==> src/csq_pkg.sv <==
`timescale 1ns / 1ps

package csq_pkg;

  // Default sizes of the block.
  localparam int QUEUE_DEPTH_DEF     = 16;
  localparam int COUNT_WIDTH_DEF     = 16;
  localparam int THREAD_ID_WIDTH_DEF = 8;

  // Fixed widths of the request, result and configuration fields.
  localparam int FUNC_W   = 2;
  localparam int TID_W    = 8;
  localparam int UNITS_W  = 16;
  localparam int STATUS_W = 3;
  localparam int CFG_W    = 16;

  // Operation codes of a request.
  typedef enum logic [FUNC_W-1:0] {
    FUNC_WAIT   = 2'd0,
    FUNC_SIGNAL = 2'd1,
    FUNC_CLOSE  = 2'd2,
    FUNC_NONE   = 2'd3
  } func_e;

  // Status codes of a result.
  typedef enum logic [STATUS_W-1:0] {
    STATUS_GRANTED     = 3'd0,
    STATUS_BLOCKED     = 3'd1,
    STATUS_WOKEN       = 3'd2,
    STATUS_WOKEN_CLOSE = 3'd3,
    STATUS_REJECTED    = 3'd4,
    STATUS_FULL        = 3'd5,
    STATUS_SIGNAL_DONE = 3'd6,
    STATUS_CLOSE_DONE  = 3'd7
  } status_e;

  // One request.
  typedef struct packed {
    func_e              func;
    logic [TID_W-1:0]   thread_id;
    logic [UNITS_W-1:0] units;
  } req_t;

  // One result.
  typedef struct packed {
    logic [TID_W-1:0] thread_id_out;
    status_e          status;
    logic             last;
  } res_t;

endpackage

==> src/counting_semaphore_wait_queue_unit.sv <==
`timescale 1ns / 1ps

// Counting semaphore with an ordered queue of blocked multi-unit waiters. A
// request is taken when start is high and busy is low; each result appears on
// res_o for exactly one cycle with res_valid_o high, and the receiver cannot
// stall it, so it must take every result as it comes. A wait gives its single
// result in the cycle after it is taken and leaves the block ready again at
// once. A signal or a close walks the waiter queue, a memory with a registered
// read, issuing the read of each queued entry and then evaluating it; a close
// then makes a second pass over the waiters still queued (at most QUEUE_DEPTH).
// One result leaves per cycle at most. The initial count is written through
// the cfg channel while the block is idle; the write loads the count,
// saturated to its width, and leaves the queue alone.
module counting_semaphore_wait_queue_unit #(
  parameter int QUEUE_DEPTH     = csq_pkg::QUEUE_DEPTH_DEF,
  parameter int COUNT_WIDTH     = csq_pkg::COUNT_WIDTH_DEF,
  parameter int THREAD_ID_WIDTH = csq_pkg::THREAD_ID_WIDTH_DEF
) (
  input  logic                      clk_i,
  input  logic                      rst_ni,
  input  logic                      start,
  output logic                      busy,
  input  csq_pkg::req_t             req_i,
  output logic                      res_valid_o,
  output csq_pkg::res_t             res_o,
  input  logic                      cfg_valid_i,
  output logic                      cfg_ready_o,
  input  logic [csq_pkg::CFG_W-1:0] cfg_data_i
);

  localparam int AW     = (QUEUE_DEPTH > 1) ? $clog2(QUEUE_DEPTH) : 1;
  localparam int FW     = $clog2(QUEUE_DEPTH + 1);
  localparam int TW     = THREAD_ID_WIDTH;
  localparam int UW     = csq_pkg::UNITS_W;
  localparam int EW     = ((COUNT_WIDTH > UW) ? COUNT_WIDTH : UW) + 1;

  typedef enum logic [2:0] {
    ST_IDLE,
    ST_WK_RD,
    ST_WK_EV,
    ST_CL_RD,
    ST_CL_EV
  } state_e;

  typedef struct packed {
    logic [TW-1:0] tid;
    logic [UW-1:0] units;
  } entry_t;

  state_e                 state_q;
  logic [COUNT_WIDTH-1:0] sem_q;
  logic                   closed_q;
  logic                   is_close_q;
  logic [FW-1:0]          fill_q;
  logic [FW-1:0]          rd_ptr_q;
  logic [FW-1:0]          wr_ptr_q;
  logic                   res_valid_q;
  csq_pkg::res_t          res_q;

  entry_t                 mem_q [QUEUE_DEPTH];
  entry_t                 rd_entry_q;
  logic                   mem_we;
  logic [AW-1:0]          mem_waddr;
  entry_t                 mem_wdata;

  logic [TW-1:0]          req_tid;
  logic [EW-1:0]          sem_ext;
  logic [EW-1:0]          opd_ext;
  logic [EW-1:0]          sum_ext;
  logic [EW-1:0]          diff_ext;
  logic [EW-1:0]          max_ext;
  logic                   fits;
  logic [COUNT_WIDTH-1:0] sat_sum;
  logic                   req_take;
  logic                   queue_full;

  assign busy        = (state_q != ST_IDLE);
  assign cfg_ready_o = (state_q == ST_IDLE) && !start;
  assign req_take    = start && !busy;
  assign res_valid_o = res_valid_q;
  assign res_o       = res_q;
  assign queue_full  = (fill_q == FW'(QUEUE_DEPTH));

  // The incoming thread id keeps only the stored width.
  assign req_tid = TW'(req_i.thread_id);

  // Shared count unit: compare, subtract, and saturating add against one operand.
  assign sem_ext  = EW'(sem_q);
  assign opd_ext  = (state_q == ST_WK_EV) ? EW'(rd_entry_q.units) : EW'(req_i.units);
  assign fits     = (sem_ext >= opd_ext);
  assign diff_ext = sem_ext - opd_ext;
  assign sum_ext  = sem_ext + opd_ext;
  assign max_ext  = {{(EW - COUNT_WIDTH){1'b0}}, {COUNT_WIDTH{1'b1}}};
  assign sat_sum  = (sum_ext > max_ext) ? {COUNT_WIDTH{1'b1}} : sum_ext[COUNT_WIDTH-1:0];

  // Queue write port: a new waiter at the tail, or a kept waiter moved down.
  always_comb begin
    mem_we    = 1'b0;
    mem_waddr = fill_q[AW-1:0];
    mem_wdata = '{tid: req_tid, units: req_i.units};
    if (state_q == ST_IDLE) begin
      mem_we = req_take && (req_i.func == csq_pkg::FUNC_WAIT) && !closed_q && !fits
               && !queue_full;
    end else if (state_q == ST_WK_EV) begin
      mem_we    = !fits;
      mem_waddr = wr_ptr_q[AW-1:0];
      mem_wdata = rd_entry_q;
    end
  end

  // Waiter queue storage with a registered read at the scan pointer.
  always_ff @(posedge clk_i) begin
    if (mem_we) begin
      mem_q[mem_waddr] <= mem_wdata;
    end
    rd_entry_q <= mem_q[rd_ptr_q[AW-1:0]];
  end

  // Sequencer: takes requests, runs the wake and close scans, drives results.
  always_ff @(posedge clk_i or negedge rst_ni) begin
    if (!rst_ni) begin
      state_q     <= ST_IDLE;
      sem_q       <= '0;
      closed_q    <= 1'b0;
      is_close_q  <= 1'b0;
      fill_q      <= '0;
      rd_ptr_q    <= '0;
      wr_ptr_q    <= '0;
      res_valid_q <= 1'b0;
      res_q       <= '0;
    end else begin
      res_valid_q <= 1'b0;
      unique case (state_q)
        ST_IDLE: begin
          if (cfg_valid_i && cfg_ready_o) begin
            sem_q <= (EW'(cfg_data_i) > max_ext) ? {COUNT_WIDTH{1'b1}}
                                                 : COUNT_WIDTH'(cfg_data_i);
          end
          if (req_take) begin
            rd_ptr_q   <= '0;
            wr_ptr_q   <= '0;
            is_close_q <= (req_i.func == csq_pkg::FUNC_CLOSE);
            res_q.thread_id_out <= csq_pkg::TID_W'(req_tid);
            res_q.last          <= 1'b1;
            unique case (req_i.func)
              csq_pkg::FUNC_WAIT: begin
                res_valid_q <= 1'b1;
                if (closed_q) begin
                  res_q.status <= csq_pkg::STATUS_REJECTED;
                end else if (fits) begin
                  sem_q        <= diff_ext[COUNT_WIDTH-1:0];
                  res_q.status <= csq_pkg::STATUS_GRANTED;
                end else if (queue_full) begin
                  res_q.status <= csq_pkg::STATUS_FULL;
                end else begin
                  fill_q       <= fill_q + FW'(1);
                  res_q.status <= csq_pkg::STATUS_BLOCKED;
                end
              end
              csq_pkg::FUNC_SIGNAL: begin
                sem_q   <= sat_sum;
                state_q <= ST_WK_RD;
              end
              csq_pkg::FUNC_CLOSE: begin
                state_q <= ST_WK_RD;
              end
              default: begin
              end
            endcase
          end
        end

        // Issue the read of the next queued waiter, or finish the wake pass.
        ST_WK_RD: begin
          if (rd_ptr_q == fill_q) begin
            fill_q <= wr_ptr_q;
            if (is_close_q) begin
              rd_ptr_q <= '0;
              state_q  <= ST_CL_RD;
            end else begin
              res_valid_q         <= 1'b1;
              res_q.thread_id_out <= '0;
              res_q.status        <= csq_pkg::STATUS_SIGNAL_DONE;
              res_q.last          <= 1'b1;
              state_q             <= ST_IDLE;
            end
          end else begin
            state_q <= ST_WK_EV;
          end
        end

        // Wake the waiter if the count covers it, else keep it in order.
        ST_WK_EV: begin
          if (fits) begin
            sem_q               <= diff_ext[COUNT_WIDTH-1:0];
            res_valid_q         <= 1'b1;
            res_q.thread_id_out <= csq_pkg::TID_W'(rd_entry_q.tid);
            res_q.status        <= csq_pkg::STATUS_WOKEN;
            res_q.last          <= 1'b0;
          end else begin
            wr_ptr_q <= wr_ptr_q + FW'(1);
          end
          rd_ptr_q <= rd_ptr_q + FW'(1);
          state_q  <= ST_WK_RD;
        end

        // Read each remaining waiter for the close pass, or finish the close.
        ST_CL_RD: begin
          if (rd_ptr_q == fill_q) begin
            fill_q              <= '0;
            closed_q            <= 1'b1;
            res_valid_q         <= 1'b1;
            res_q.thread_id_out <= '0;
            res_q.status        <= csq_pkg::STATUS_CLOSE_DONE;
            res_q.last          <= 1'b1;
            state_q             <= ST_IDLE;
          end else begin
            state_q <= ST_CL_EV;
          end
        end

        // Report the waiter as woken by close.
        ST_CL_EV: begin
          res_valid_q         <= 1'b1;
          res_q.thread_id_out <= csq_pkg::TID_W'(rd_entry_q.tid);
          res_q.status        <= csq_pkg::STATUS_WOKEN_CLOSE;
          res_q.last          <= 1'b0;
          rd_ptr_q            <= rd_ptr_q + FW'(1);
          state_q             <= ST_CL_RD;
        end

        default: begin
          state_q <= ST_IDLE;
        end
      endcase
    end
  end

endmodule

==> config.mk <==
export PLATFORM = sky130hd
export DESIGN_NAME = counting_semaphore_wait_queue_unit
export DESIGN_NICKNAME = d
export VERILOG_FILES = /design/src/csq_pkg.sv /design/src/counting_semaphore_wait_queue_unit.sv
export SDC_FILE = /design/constraint.sdc
export NUM_CORES = 1
export LEC_CHECK = 0
export CAP_MARGIN = 20
export CORE_MARGIN = 2
export CORE_UTILIZATION = 50
export DETAILED_ROUTE_END_ITERATION = 10
export DONT_BUFFER_PORTS = 1
export GPL_TIMING_DRIVEN = 0
export PLACE_DENSITY = 0.66
export REMOVE_ABC_BUFFERS = 1
export SETUP_SLACK_MARGIN = 0.2
export SLEW_MARGIN = 20
export SYNTH_ARGS = -nofsm -noshare
export SYNTH_HDL_FRONTEND = slang
export SYNTH_SLANG_ARGS = --single-unit
==> constraint.sdc <==
create_clock -name clk_i -period 5.2 [get_ports clk_i]
set_input_delay 1.3 -clock clk_i [delete_from_list [all_inputs] [get_ports clk_i]]
set_output_delay 1.3 -clock clk_i [all_outputs]
set_load 0.1 [all_outputs]
==> reports/qor.yml, run 1 <==
status: "completed"
gp_congestion: 0.8285
final.period_utilization_pct: 92.86
viasPerCell: 6.050
synthArstFlopShare_pct: 10.72
diodes: 0
synth_top_cell_by_area: "edfxtp_1"
groute.usage.overall_pct: 22.55
syn_inst: 1260
clk_pin_slew_ns: 0.07
vias: 11140
postCtsHoldBufs: 0
synthTopCellsByCount: "edfxtp_1 (384), nand2_1 (146), mux4_2 (120)"
power_frac_seq_pct: 44.2
hold_violations: 0
crit_required_ns: 5.47
tritoncts: "yes"
start_util_pct: 50.55
leakagePower_nw: 8.007
fill_cells: 2938
clk_latency_ns: 0.59
switching_share_pct: 32.70
cts_sinks: 457
finalNonFillerCells: 1841
path_class: "flip-flop to flip-flop"
overflow: 0
cp_data_arrival_time_ns: 5.10
dr.pass1.iters: 5
ios: 61
synth_ff_type: "edfxtp_1"
ant_nets: 0
rsz0062_at_grt: "true"
core_um2: 39730
internal_power_w: 0.007369
tightest_slew_ns: 1.084
dieArea_um2: 41790
min_path_type: "input pin to asynchronous set/reset pin"
irDropWorstVdd_mv: 0.2331
first_global_vias: 11060
fin_skew_ns: 0.02965
cp-end-kind: "flip-flop"
yosysSeqAreaShare_pct: 65.91
dpl.hpwl_mm: 28.61
wirelength_mm: 46.05
cap_violations: 0
numPortBuffers: 0
yosys_warnings: 0
slew_headroom_pct: 27.69
core.rowCount: 73
pwr-share-clk_pct: 30.8
syn_to_final_growth_pct: 14.07
grt_max_degree: 50
period_needed_ns: 4.829
cts_buffer_depth: 3
wl_per_cell_um: 25.01
synth_top_area_share_pct: 57.42
grt_pass1_wl_mm: 69.33
die_h_um: 204.4
cts_made_buffers: 46
power_frac_comb_pct: 25.1
synthTopCellsByArea: "edfxtp_1 (57%), mux4_2 (13%), dfrtp_1 (6.1%), ha_1 (2.8%), nand2_1 (2.7%)"
drtIter0Drc: 991
finalPower_w: 0.01095
cp-start-kind: "flip-flop"
critPathMaxFanout: 21
fin_nets: 1373
avgSynthCellArea_um2: 15.94
synth_edf_count: 384
dp.cells: 1749
mappedNetlistArea_um2: 20080
final_max_slew_viol_count: 0
synth.most_common_cell: "edfxtp_1"
yosys_register_bits: 457
drive_above_1_share_pct: 21.73
switchingPower_w: 0.003581
cts_root_buf: "clkbuf_16"
antenna_found_initial: 2
timing.setup.tns_ns: 0
fmax_mhz: 207.1
power.density_nw_per_um2: 478.0
htree_levels: 2
synth.distinct_cells: 76
drcViolationCount: 0
setup_viol: 0
die_w_um: 204.4
[kinds of logic after synthesis]
group           synth area share (%)
compound gates                 6.236
mux                            14.90
fa+ha+maj                      3.003
xor+xnor                       1.439
buf+inv                        2.149
simple gates                   6.355
flops                          65.91
[through the flow]
step | utilization (%) | instance area [µm²] | hold slack, ns | worst slack, ns
2_1_floorplan | - | 19810 | 0.4702 | -0.2899
3_3_place_gp | 51.52 | 20470 | 0.4930 | -4.314
3_5_place_dp | 53.52 | 21260 | 0.5117 | -0.6129
4_1_cts | 57.45 | 22820 | 0.3832 | 0.2611
5_1_grt | 57.66 | 22910 | 0.3848 | 0.1401
6_report | 57.66 | 22910 | 0.4096 | 0.3713
[metal layers]
metal	vias up	routed length, µm	track usage [%]
li1	4939	-	-
met1	5757	18900	30.77
met2	372	23120	37.66
met3	66	3088	4.082
met4	4	914	5.875
met5	-	22	0
[power by group through the flow]
stage | combinational, W | sequential (W) | clock, W
after floorplan | 0.00174 | 0.00486 | 0
after global placement | 0.00235 | 0.00496 | 0
after detailed placement | 0.00266 | 0.00491 | 0
after CTS | 0.00269 | 0.00483 | 0.00344
after global routing | 0.00299 | 0.00486 | 0.00357
final | 0.00274 | 0.00484 | 0.00337
[layout by cell type, fill, tap and decap left out, drive strengths merged, types with 10 or more instances in the layout]
cell | synthesis | final
nand3 | 20 | 20
inv | 43 | 45
mux2 | 16 | 16
ha | 45 | 45
a21o | 10 | 10
a21oi | 47 | 47
buf | 33 | 33
nand2 | 148 | 148
nor3 | 22 | 22
dfxtp | 24 | 24
clkinv | 0 | 17
dfrtp | 49 | 49
mux4 | 120 | 120
clkbuf | 29 | 57
edfxtp | 384 | 384
mux2i | 11 | 11
xnor2 | 27 | 27
o21ai | 47 | 47
nor2 | 46 | 46
[cell type report]
cell class,count,area [µm²],share of cell area [%]
Tap cell,525,656.9,2.867
Inverter,43,161.4,0.7046
Multi-Input combinational cell,699,6580,28.72
Clock inverter,27,300.3,1.311
Clock buffer,57,1234,5.385
Sequential cell,457,13250,57.85
Timing Repair Buffer,33,724.4,3.162
[critical path, stage by stage, from the launching register on]
cell and delay [ns]:
dfrtp_1 0.61, nand2b_1 0.34, or2_4 0.48, nand2_1 0.16
nand2_1 0.20, ha_1 0.52, nor3_1 0.12, o311ai_1 0.40
a31o_2 0.30, a21oi_4 0.14, a21o_1 0.32, nor2_4 0.63
buf_16 0.24
[sequential cells by signal, summed over array words and instances, names as in the netlist]
name / flops
sem_q: 16
res_o: 12
rd_ptr_q: 5
rd_entry_q: 24
res_valid_o: 1
is_close_q: 1
mem_q: 384
state_q: 3
closed_q: 1
wr_ptr_q: 5
fill_q: 5
[what timing repair did]
| item | in CTS | in global routing |
|---|---|---|
| resized for setup | 4 | 2 |
| endpoints found under the setup margin | 423 | 232 |
| hold endpoints to repair | 0 | 0 |
| buffers inserted | 1 | 6 |
| pin swaps | 1 | 4 |
| gates cloned | 1 | 0 |
[path summary, 6_finish.rpt]
kind	from	endpoint	slack [ns]	cells after the start
worst min-delay path	rst_ni	sem_q[11]$_DFFE_PN0P_	0.41	0
worst max-delay path	state_q[1]$_DFFE_PN0P_	mem_q[6][13]$_DFFE_PP_	0.37	12
min in group clk_i	rd_ptr_q[4]$_DFFE_PN0P_	rd_ptr_q[4]$_DFFE_PN0P_	0.51	1
worst max register to register	state_q[1]$_DFFE_PN0P_	mem_q[6][13]$_DFFE_PP_	0.37	12
max in group asynchronous	rst_ni	res_o[10]$_DFFE_PN0P_	4.64	0
worst min register to register	rd_ptr_q[4]$_DFFE_PN0P_	rd_ptr_q[4]$_DFFE_PN0P_	0.51	1
Power figures use the tool's default switching activity.
==> inputs of run 2 (changes only) <==
==> constraint.sdc (replaced) <==
create_clock -name clk_i -period 5.2 [get_ports clk_i]
set_input_delay 1.3 -clock clk_i [delete_from_list [all_inputs] [get_ports clk_i]]
set_output_delay 1.3 -clock clk_i [all_outputs]
set_load 0.05 [all_outputs]
==> run 2 against run 1 <==
Clock power fell by 6.5%. Critical path depth did not move. Clock skew fell by 0.0062 ns. Maximum frequency fell by 0.13%. Sequential power fell by 3%.
==> reports/qor.yml, run 2 (synthesized netlist as in run 1, its figures left out) <==
period_needed_ns: 4.835
worstPathCellList: "nand2b_1, or2_4, nand2_1, nand2_1, ha_1, nor3b_1, o31ai_1, and4_1, a21oi_4, a21o_1, nor2_4, buf_16"
cts_sinks: 457
tightest_slew_ns: 1.018
top_register: "mem_q"
slew_headroom_pct: 31.82
hold_violations: 0
dr.pass1.iters: 5
start_util_pct: 50.55
cts_root_buf: "clkbuf_16"
grt_max_degree: 50
crit_required_ns: 5.49
crit_family: "simple AND/OR/NAND/NOR gates"
gp_congestion: 0.8285
antenna_found_initial: 2
cp_data_arrival_time_ns: 5.12
cp-start-kind: "flip-flop"
wl_met1_mm: 18.97
vias: 11310
groute.usage.overall_pct: 22.53
diodes: 0
die_w_um: 204.4
fin_nets: 1384
ios: 61
top_regs: "mem_q x384, rd_entry_q x24, sem_q x16"
final_max_slew_viol_count: 0
drive_above_1_share_pct: 21.69
dieArea_um2: 41790
utilization_pct: 57.83
syn_to_final_growth_pct: 14.40
status: "completed"
critPathMaxFanout: 21
largest_reg_flops: 384
rsz0062_at_grt: "true"
path_class: "flip-flop to flip-flop"
die_h_um: 204.4
viasPerCell: 6.105
critPathBufInv: 1
clk_pin_slew_ns: 0.06
wl_per_cell_um: 25.07
numPortBuffers: 0
htree_levels: 2
cts_buffer_depth: 3
cpPeakStageDelay_ns: 0.64
multi_input_area_um2: 6573
ant_nets: 0
power.density_nw_per_um2: 464.4
wl_met2_mm: 22.93
seq_area_um2: 13250
setup_viol: 0
critPathMostFrequentCell: "nand2_1"
dr_wl_met3_mm: 3.235
drcViolationCount: 0
final_cell_area_um2: 22980
leakagePower_nw: 8.032
irDropWorstVdd_mv: 0.2419
core.rowCount: 73
min_path_type: "input pin to asynchronous set/reset pin"
wirelength_mm: 46.45
fin_skew_ns: 0.02347
clk_latency_ns: 0.59
overflow: 0
fill_cells: 2958
cp-end-kind: "flip-flop"
fmax_mhz: 206.8
grt_pass1_wl_mm: 68.97
cap_violations: 0
cts_made_buffers: 46
dpl_cell_area_um2: 21260
dpl.hpwl_mm: 28.64
cp_slowest_cell: "nor2_4"
core_um2: 39730
final.period_utilization_pct: 92.98
first_global_vias: 11050
tritoncts: "yes"
final_common_cell: "edfxtp_1"
drtIter0Drc: 1195
highest_layer: "met5"
layout_common_cells: "edfxtp_1 (384), nand2_1 (146), mux4_2 (120), clkbuf_16 (47), o21ai_0 (46)"
run 2: worst paths after layout:
| check | from | endpoint | slack, ns | cells after the start |
|---|---|---|---|---|
| worst max-delay path | state_q[1]$_DFFE_PN0P_ | mem_q[6][4]$_DFFE_PP_ | 0.36 | 12 |
| worst min-delay path | rst_ni | sem_q[7]$_DFFE_PN0P_ | 0.40 | 0 |
| worst max register to register | state_q[1]$_DFFE_PN0P_ | mem_q[6][4]$_DFFE_PP_ | 0.36 | 12 |
| max in group asynchronous | rst_ni | rd_ptr_q[1]$_DFFE_PN0P_ | 4.64 | 0 |
| worst min register to register | rd_ptr_q[4]$_DFFE_PN0P_ | rd_ptr_q[4]$_DFFE_PN0P_ | 0.52 | 1 |
| min in group clk_i | rd_ptr_q[4]$_DFFE_PN0P_ | rd_ptr_q[4]$_DFFE_PN0P_ | 0.52 | 1 |
run 2: stage by stage:
step	cells	hold slack (ns)	TNS, ns	setup slack [ns]	total power [W]
after floorplan	1198	0.4702	-24.88	-0.2891	0.006453
after global placement	1723	0.4930	-1738.41	-4.314	0.007159
after detailed placement	1748	0.5117	-181.35	-0.6308	0.007420
after CTS	1836	0.3849	0	0.2524	0.01057
after global routing	1853	0.3829	0	0.1916	0.01114
final	1853	0.4040	0	0.3649	0.01067
run 2: area by class of cell:
type / instances / area share [%]
clock buffers: 66 / 5.604
clock inverters: 19 / 0.5881
inverters: 43 / 0.7025
multi-input cells: 699 / 28.61
flip-flops and latches: 457 / 57.68
well taps: 525 / 2.859
repair buffers: 44 / 3.964
run 2: power by group:
| part | total (W) | switching, W | internal, W |
|---|---|---|---|
| logic | 0.00283 | 0.00175 | 0.00108 |
| registers | 0.00468 | 0.000311 | 0.00437 |
| clock network | 0.00315 | 0.00138 | 0.00178 |
| total | 0.0107 | 0.00344 | 0.00723 |
run 2: per-layer routing:
metal	vias to the layer above	global-route usage (%)
met2	384	37.26
met4	4	7.428
met3	84	4.640
met5	-	0
met1	5867	30.03
li1	4973	-
run 2: timing repair:
item                                    in CTS  in global routing
hold buffers                                 0                  0
hold endpoints to repair                     0                  0
pin swaps                                    1                  5
gates resized for setup                      3                  1
buffers inserted                             2                 17
gates cloned                                 1                  0
endpoints found under the setup margin     423                198
